`config.mk`:
```
export PLATFORM = sky130hd
export DESIGN_NAME = profile_transition_sequencer
export DESIGN_NICKNAME = d
export VERILOG_FILES = /design/src/design/pts_pkg.sv /design/src/design/pts_step_logic.sv /design/src/design/profile_transition_sequencer.sv
export SDC_FILE = /design/constraint.sdc
export NUM_CORES = 1
export LEC_CHECK = 0
export ABC_AREA = 1
export BUFFER_PORTS_ARGS = -buffer_cell sky130_fd_sc_hd__buf_4
export CAP_MARGIN = 5
export CORE_MARGIN = 2
export CORE_UTILIZATION = 61
export DETAILED_ROUTE_END_ITERATION = 10
export MAX_ROUTING_LAYER = met4
export PLACE_DENSITY = 0.86
export SLEW_MARGIN = 20
export SYNTH_ARGS = -nofsm -noshare
export SYNTH_HDL_FRONTEND = slang
export SYNTH_HIERARCHICAL = 1
export SYNTH_SLANG_ARGS = --single-unit
export TNS_END_PERCENT = 5
```
`constraint.sdc`:
```
create_clock -name clk -period 4.74 [get_ports clk]
set_input_delay 0 -clock clk [delete_from_list [all_inputs] [get_ports clk]]
set_output_delay 0 -clock clk [all_outputs]
set_load 0.005 [all_outputs]
```
`src/design/pts_pkg.sv`:
```
`timescale 1ns / 1ps

package pts_pkg;

	localparam logic signed [11:0] SEL_THRESHOLD = 12'sd200;
	localparam logic [7:0]         TICK_UNIT     = 8'd195;
	localparam logic [6:0]         BLEND_FULL    = 7'd100;
	localparam logic [6:0]         BLEND_TOP     = 7'd99;

	typedef enum logic [2:0] {
		PH_P1   = 3'd0,
		PH_P2   = 3'd1,
		PH_RAMP = 3'd2,
		PH_UP   = 3'd3,
		PH_DOWN = 3'd4
	} phase_t;

	typedef struct packed {
		logic [7:0]         elapsed_ticks;
		logic signed [11:0] mode_channel;
	} in_t;

	typedef struct packed {
		logic [6:0] blend_count;
		logic [2:0] phase;
		logic       profile_select;
	} out_t;

	typedef struct packed {
		phase_t      phase;
		logic [6:0]  blend;
		logic        first_pass;
		logic        prev_select;
		logic [3:0]  prev_speed;
		logic        ramp_down;
		logic [15:0] step_timer;
		logic [7:0]  prev_quantized;
	} state_t;

endpackage

```
`src/design/pts_step_logic.sv`:
```
`timescale 1ns / 1ps

module pts_step_logic (
	input  pts_pkg::state_t state_q,
	input  pts_pkg::in_t    item,
	input  logic [3:0]      ramp_speed,
	output pts_pkg::state_t state_d,
	output pts_pkg::out_t   res
);
	import pts_pkg::*;

	logic        sel;
	logic [7:0]  qbits;
	logic        timed;
	logic        req;
	logic        step;
	logic [11:0] limit;
	logic [15:0] timer_sum;
	phase_t      ph;
	logic [6:0]  blend;
	logic        psel;
	logic        down;

	assign limit = 12'(ramp_speed) * 12'(TICK_UNIT);

	always_comb begin
		sel       = (item.mode_channel > SEL_THRESHOLD);
		// An arithmetic shift right by four keeps just the top eight bits.
		qbits     = item.mode_channel[11:4];
		timed     = (ramp_speed != 4'd0);
		timer_sum = state_q.step_timer + 16'(item.elapsed_ticks);

		ph    = state_q.phase;
		blend = state_q.blend;
		psel  = state_q.prev_select;
		down  = state_q.ramp_down;

		if (state_q.first_pass || (state_q.prev_speed != ramp_speed)) begin
			ph    = sel ? PH_P2 : PH_P1;
			blend = sel ? BLEND_FULL : 7'd0;
			psel  = sel;
		end

		req = (timed && (sel != psel)) || (!timed && (state_q.prev_quantized != qbits));

		if (req) begin
			if (!timed) begin
				ph = PH_RAMP;
			end else if (sel && !psel) begin
				ph = PH_UP;
			end else if (!sel && psel) begin
				ph = PH_DOWN;
			end
		end

		step = (timed && (timer_sum > 16'(limit))) || req;

		state_d                = state_q;
		state_d.step_timer     = step ? 16'd0 : timer_sum;
		state_d.first_pass     = 1'b0;
		state_d.prev_speed     = ramp_speed;
		state_d.prev_select    = sel;
		state_d.prev_quantized = qbits;

		if (step) begin
			case (ph)
				PH_P1: begin
					blend = 7'd0;
				end
				PH_P2: begin
					blend = BLEND_FULL;
				end
				PH_RAMP, PH_UP, PH_DOWN: begin
					if (ph != PH_RAMP) begin
						down = (ph == PH_DOWN);
					end
					ph = PH_RAMP;
					if (down) begin
						if (blend <= 7'd1) begin
							blend = 7'd0;
							ph    = PH_P1;
						end else begin
							blend = blend - 7'd1;
						end
					end else begin
						if ((blend + 7'd1) >= BLEND_TOP) begin
							blend = BLEND_TOP;
							ph    = PH_P2;
						end else begin
							blend = blend + 7'd1;
						end
					end
				end
				default: begin
				end
			endcase
		end

		state_d.phase     = ph;
		state_d.blend     = blend;
		state_d.ramp_down = down;

		res.blend_count    = blend;
		res.phase          = ph;
		res.profile_select = sel;
	end

endmodule

```
`src/design/profile_transition_sequencer.sv`:
```
`timescale 1ns / 1ps
// Channel   Handshake             Payload
// item      item_valid/stall      pts_pkg::in_t  (elapsed_ticks, mode_channel)
// result    result_valid/stall    pts_pkg::out_t (blend_count, phase, profile_select)
// cfg       cfg_valid/ready       cfg_data, ramp_speed (4 bits)
//
// One item per cycle is sustained while the result is not stalled; each item goes from
// its input beat to its result beat through the input register and the result register.
// The state update of a pass is combinational logic between those registers.
// Reset clears the sequencer state, the configuration and both valid flags.
// A stalled result holds the input register, which then stalls the item channel.

module profile_transition_sequencer (
	input  logic           clk,
	input  logic           arst_n,
	input  logic           item_valid,
	output logic           item_stall,
	input  pts_pkg::in_t   item,
	output logic           result_valid,
	input  logic           result_stall,
	output pts_pkg::out_t  result,
	input  logic           cfg_valid,
	output logic           cfg_ready,
	input  logic [3:0]     cfg_data
);
	import pts_pkg::*;

	in_t        item_s1;
	logic       valid_s1;
	out_t       result_q;
	logic       result_valid_q;
	logic [3:0] ramp_speed_q;
	state_t     state_q;
	state_t     state_d;
	out_t       res;
	logic       advance;

	assign advance      = valid_s1 && (!result_valid_q || !result_stall);
	assign item_stall   = valid_s1 && !advance;
	assign cfg_ready    = 1'b1;
	assign result_valid = result_valid_q;
	assign result       = result_q;

	pts_step_logic u_step (
		.state_q    (state_q),
		.item       (item_s1),
		.ramp_speed (ramp_speed_q),
		.state_d    (state_d),
		.res        (res)
	);

	always_ff @(posedge clk or negedge arst_n) begin
		if (!arst_n) begin
			valid_s1       <= 1'b0;
			result_valid_q <= 1'b0;
			ramp_speed_q   <= 4'd0;
			state_q.phase          <= PH_P1;
			state_q.blend          <= 7'd0;
			state_q.first_pass     <= 1'b1;
			state_q.prev_select    <= 1'b0;
			state_q.prev_speed     <= 4'd0;
			state_q.ramp_down      <= 1'b0;
			state_q.step_timer     <= 16'd0;
			state_q.prev_quantized <= 8'd0;
		end else begin
			if (cfg_valid && cfg_ready) begin
				ramp_speed_q <= cfg_data;
			end
			if (item_valid && !item_stall) begin
				valid_s1 <= 1'b1;
			end else if (advance) begin
				valid_s1 <= 1'b0;
			end
			if (advance) begin
				result_valid_q <= 1'b1;
				state_q        <= state_d;
			end else if (!result_stall) begin
				result_valid_q <= 1'b0;
			end
		end
	end

	always_ff @(posedge clk) begin
		if (item_valid && !item_stall) begin
			item_s1 <= item;
		end
		if (advance) begin
			result_q <= res;
		end
	end

endmodule

```
==> reports/metrics.yaml, run 1 <==
status: "complete, no violations"
cts_tree: "yes"
synth_ff_type: "dfrtp_1"
worstPathCellList: "inv_1, ha_1, ha_1, ha_1, nand2_1, a21oi_1, nand2_1, o21ai_0, xor2_1, ha_1, inv_1, nor3_1, nand3_1, a21oi_1, nand4_1, nand2_1, nand2_2, nand2_1, nor2_1, a21oi_1, nand3_1, nand2_1"
p_leak_nw: 3.14
drv_slew: 0
vias: 4736
synthArstFlopShare: 0.603
maxCapViolCount: 0
cp_common_cell: "nand2_1"
synth_top_family_by_area: "simple AND/OR/NAND/NOR gates"
crit_fanout: 17
drc: 0
rows: 34
final_common_cell: "nand2_1"
first_pass_iters: 6
powerDensity_nw_per_um2: 413
worst_slack_ps: 572
io_buffer_count: 41
drive_above_1_share: 0.125
grt_usage: 0.271
synthCells: 718
hp-class: "input pin to async pin"
min_period_ps: 4170
core-area_um2: 8720
internal_power_mw: 1.45
pre_cts_slack_ps: 495
yosysTopAreaCellShare: 0.210
clk_pin_slew_ps: 100
crit_type: "flip-flop to flip-flop"
grt_pass1_vias: 4790
wl_per_cell_um: 13.8
htreeDepth: 3
postRouteAntennaNets: 0
layout_common_cells: "nand2_1 (218), inv_1 (83), nand3_1 (77)"
hold_viol_final: 0
cts_root_buffer: "clkbuf_8"
synth-compound-area-share: 0.0502
power_switching_mw: 1.08
cts.sinks: 78
slowest_delay_ps: 460
grt_max_degree: 48
avgSynthCellArea_um2: 7.64
synth-adder-area-share: 0.0880
synthSimpleGateAreaFrac: 0.318
fp.dieH_um: 98.9
cts_setup_buffers: 0
ys_ff_latch: 78
min_period_over_period: 0.879
n_fill_cell: 691
grt_pass1_wl_mm: 20.8
synth-edff-count: 31
critPathSlowestCell: "dfrtp_1"
drt-initial-drc-count: 339
antenna_found_initial: 0
peakVddDrop_uv: 238
dieArea_um2: 9770
yosys_warnings: 6
synthXorXnorAreaFrac: 0.0351
synthTopCellsByArea: "dfrtp_1 (21%), edfxtp_1 (17%), nand2_1 (15%), ha_1 (8.4%), nand3_1 (7.0%)"
slew_headroom: 0.527
max_freq_ghz: 0.240
synth_mux_area_frac: 0
die_w_um: 98.9
place_area_um2: 5600
vias_per_cell: 5.41
initial_core_util: 0.629
synth.cell_area_um2: 5490
final_area_um2: 6130
cts.path.max_buffers: 2
gp_congestion: 0.938
combinationalPowerShare: 0.435
pwr-share-clk: 0.194
fin_skew_ps: 18.9
final.setup.tns_ps: 0
antenna_cells: 0
end_kind: "flip-flop"
area_growth_syn_to_layout_pct: 11.7
cp.required_ps: 5050
syn_nets: 785
total_power_mw: 2.53
clock_latency_ps: 370
synth.distinct_cells: 40
power_frac_seq: 0.371
p_sw_frac: 0.425
nNetsFinal: 829
overflow: 0
dp.cells: 825
stdcell_count: 875
setup_viol: 0
place_hpwl_mm: 8.25
rsz0062_at_grt: "no"
drt_wl_total_mm: 12.1
tightest_slew_ps: 708
yosysTopAreaCell: "dfrtp_1"
numCtsBuffers: 9
arrival_ps: 4480
ys_seq_area_frac: 0.384
ios: 43
crit_path_start_kind: "flip-flop"
==> flip-flops by register name, indices dropped and copies added (netlist names) <==
| register | flops |
|---|---|
| item_s1 | 20 |
| result | 11 |
| result_valid | 1 |
| ramp_speed_q | 4 |
| state_q | 41 |
| valid_s1 | 1 |
==> metal layers <==
metal	vias to the layer above	routed length, µm	track usage	part of all wire
met5	-	0	-	0
met3	31	768	0.0362	0.064
met1	2184	4960	0.323	0.41
li1	2355	-	-	-
met2	166	6060	0.462	0.50
met4	0	298	0.117	0.025
==> critical path: cells and delay by family, from the launching register on <==
kind	cells	cell delay, ps
xor gates and xnor gates	1	110
buffers and inverters	2	150
and+or+nand+nor	11	1510
adders and majority gates	4	1140
AOI/OAI and AO/OA	4	760
DFF	1	460
==> final cells by class <==
| cell class | instances | area, µm² | area share |
|---|---|---|---|
| inverter | 89 | 334 | 0.0545 |
| clock buffer | 9 | 124 | 0.0202 |
| sequential | 78 | 2110 | 0.344 |
| multi-input combinational | 508 | 2710 | 0.442 |
| tap | 108 | 135 | 0.0221 |
| timing repair buffer | 76 | 656 | 0.107 |
| clock inverter | 7 | 62.6 | 0.0102 |
==> synthesized netlist by cell type, types with 2 or more instances <==
master / instances
xor2_1: 20
nand3_1: 77
dfrtp_1: 46
o21ai_0: 15
buf_4: 35
a21oi_1: 20
o21ai_1: 5
ha_1: 37
a31oi_1: 2
nor2_4: 2
edfxtp_1: 31
nor2_2: 8
inv_2: 6
nor3_1: 9
buf_6: 4
xnor2_1: 2
nand4_1: 10
nor2_1: 51
nand2_1: 219
inv_1: 83
nand3_2: 2
buf_2: 2
o21bai_1: 2
conb_1: 2
nand2_2: 11
nand2_4: 2
o211ai_1: 2
==> path summary, 6_finish.rpt <==
path                           endpoint  slack (ps)       startpoint  cells after the start
setup / recovery            state_q[38]         570  ramp_speed_q[2]                     22
hold / removal              state_q[34]         210           arst_n                      2
setup reg to reg            state_q[38]         570  ramp_speed_q[2]                     22
hold reg to reg             state_q[30]         480      state_q[30]                      2
max in group asynchronous    state_q[0]        4110           arst_n                      2
min in group clk           result_valid         270     result_stall                      3
==> power by group through the flow <==
stage / Sequential, mW / Combinational, mW / Clock [mW]
6_report: 0.939 / 1.10 / 0.490
5_1_grt: 0.954 / 1.26 / 0.529
4_1_cts: 0.938 / 1.09 / 0.499
3_5_place_dp: 0.951 / 1.05 / 0
3_3_place_gp: 0.945 / 1.01 / 0
2_1_floorplan: 0.920 / 0.887 / 0
==> repair_timing <==
| item | in CTS | in global routing |
|---|---|---|
| hold buffers | 34 | 0 |
| endpoints found under the hold margin | 71 | 0 |
| endpoints found under the setup margin | 0 | 1 |
| gates resized for setup | 0 | 1 |
==> per-stage QoR <==
stage | hold WS [ps] | utilization
detailed placement | 69.1 | 0.642
global route | 274 | 0.703
finish | 209 | 0.703
CTS | 221 | 0.702
floorplan | -296 | -
global placement | 54.0 | 0.642
==> kinds of logic (layout without fill, tap and decap cells) <==
group,after synthesis,count (layout)
simple gates,396,396
buf+inv,132,181
flops,78,78
compound gates,50,50
fa+ha+maj,38,38
xor+xnor,22,22
other cells,2,2
Note: power is estimated with default switching activity, not from simulation.
==> run 2: changes to the inputs <==
- ABC_AREA: 1 -> unset
- CORE_MARGIN: 2 -> unset
- GPL_ROUTABILITY_DRIVEN: unset -> 1
==> run 2 against run 1 <==
  * Critical path type unchanged
  * Fmax down 1.6%
  * Clock power is 7.6% higher
  * Final cell count shrank 26%
==> reports/metrics.yaml, run 2 <==
grt_usage: 0.296
powerDensity_nw_per_um2: 435
first_pass_iters: 5
fin_skew_ps: 15.5
yosysTopAreaCell: "dfrtp_1"
synth.cell_area_um2: 5240
cts_resized: 0
cts_tree: "yes"
core-area_um2: 8260
min_period_ps: 4230
total_power_mw: 2.59
rsz0062_at_grt: "no"
wl_per_cell_um: 18.6
p_leak_nw: 2.60
clk_pin_slew_ps: 90
ys_ff_latch: 78
startpoint: "item_s1[15]"
rows: 33
drc: 0
synthCells: 491
overflow: 0
vias_per_cell: 6.16
antenna_found_initial: 0
area_growth_syn_to_layout_pct: 13.7
arrival_ps: 4490
fp.dieH_um: 94.7
drt-initial-drc-count: 287
hold_viol_final: 0
grt_pass1_wl_mm: 19.4
numCtsBuffers: 9
ios: 43
synth-edff-count: 31
peakVddDrop_uv: 358
cp.required_ps: 4990
synthTopCellsByCount: "dfrtp_1 (46), mux2_2 (44), ha_1 (37), edfxtp_1 (31), nor2_1 (31)"
place_hpwl_mm: 7.73
yosys_warnings: 6
nNetsFinal: 606
htreeDepth: 3
crit_fanout: 10
gp_congestion: 0.970
slew_headroom: 0.345
hp-class: "input pin to async pin"
ys_seq_area_frac: 0.403
postRouteAntennaNets: 0
dieArea_um2: 8960
reg2reg_from: "item_s1[15]"
avgSynthCellArea_um2: 10.7
cts.path.max_buffers: 2
cts_setup_buffers: 0
max_freq_ghz: 0.236
drt_wl_total_mm: 12.1
end_kind: "flip-flop"
die_w_um: 94.7
clock_latency_ps: 360
cts_root_buffer: "clkbuf_8"
io_buffer_count: 41
grt_pass1_vias: 3894
antenna_cells: 0
yosysTopAreaCellShare: 0.220
finish.utilization: 0.721
drv_slew: 0
layout_common_cells: "dfrtp_1 (46), mux2_2 (44), buf_4 (44)"
synth.distinct_cells: 70
final.setup.tns_ps: 0
crit_path_start_kind: "flip-flop"
final_common_cell: "dfrtp_1"
maxCapViolCount: 0
synth_ff_type: "dfrtp_1"
synth.most_common_cell: "dfrtp_1"
tightest_slew_ps: 983
setup_viol: 0
cts.sinks: 78
drive_above_1_share: 0.213
crit_type: "flip-flop to flip-flop"
initial_core_util: 0.634
vias: 3995
min_period_over_period: 0.893
synthTopCellsByArea: "dfrtp_1 (22%), edfxtp_1 (18%), mux2_2 (9.5%), ha_1 (8.8%), xnor2_1 (4.2%)"
syn_nets: 558
max_flop_register: "state_q"
status: "complete, no violations"
grt_max_degree: 48
largest_register_ffs: 41
synthArstFlopShare: 0.603
-- run 2: area by class of cell --
cell class / instances / area, µm²
Multi-Input combinational cell: 352 / 2750
Fill cell: 558 / 2300
Sequential cell: 78 / 2110
Timing Repair Buffer: 77 / 678
Tap cell: 105 / 131
Clock buffer: 9 / 124
Clock inverter: 7 / 80.1
Inverter: 21 / 78.8
-- run 2: worst max-delay path, cell delays in order (launching register included) --
cell and delay, ps:
edfxtp_1 400, ha_1 360, o21ai_0 160, o211a_1 290, nor2_1 290, nand4_1 160, xnor2_1 250, ha_1 310
a21oi_1 140, o21ai_0 140, a211oi_1 250, a21oi_1 120, a211o_1 370, nand2_1 230, mux2_2 380, mux2_1 300
-- run 2: metrics by stage --
stage | cell area (µm²) | hold slack [ps] | setup slack [ps] | std cells
finish | 5950 | 192 | 505 | 649
global route | 5950 | 264 | 278 | 649
CTS | 5930 | 225 | 622 | 648
detailed placement | 5400 | 63.2 | 632 | 600
global placement | 5400 | 62.6 | 747 | 600
floorplan | 5240 | -296 | 861 | 491
-- run 2: path summary, 6_finish.rpt --
path / end / slack [ps] / cells after the start
max in group asynchronous: state_q[28] / 4110 / 2
min in group clk: item_s1[19] / 350 / 2
hold / removal: state_q[14] / 190 / 2
setup reg to reg: state_q[38] / 510 / 15
setup / recovery: state_q[38] / 510 / 15
hold reg to reg: result_valid / 490 / 1
-- run 2: report_power, final --
| part | internal [mW] | total [mW] | switching (mW) | leakage (nW) |
|---|---|---|---|---|
| registers | 0.829 | 0.944 | 0.115 | 0.889 |
| logic | 0.514 | 1.12 | 0.605 | 1.61 |
| clock network | 0.250 | 0.527 | 0.277 | 0.0968 |
-- run 2: logic make-up after synthesis --
| family | synth area share |
|---|---|
| AO/OA/AOI/OAI | 0.140 |
| XOR/XNOR | 0.0619 |
| adder cells (fa/ha/maj) | 0.0922 |
| buffers and inverters | 0.0717 |
| flip-flops | 0.403 |
| multiplexers | 0.116 |
| other | 0.00143 |
| AND/OR/NAND/NOR | 0.114 |
-- run 2: routing by layer --
metal,vias up,routed length (µm),GRT usage
met5,-,0,-
met4,0,221,0.0808
met3,22,721,0.0507
met2,181,5930,0.483
met1,1922,5210,0.381
li1,1870,-,-
-- run 2: timing repair --
item                                    4_1_cts  5_1_grt
hold endpoints to repair                     72        0
hold buffers                                 32        0
endpoints found under the setup margin        0        0
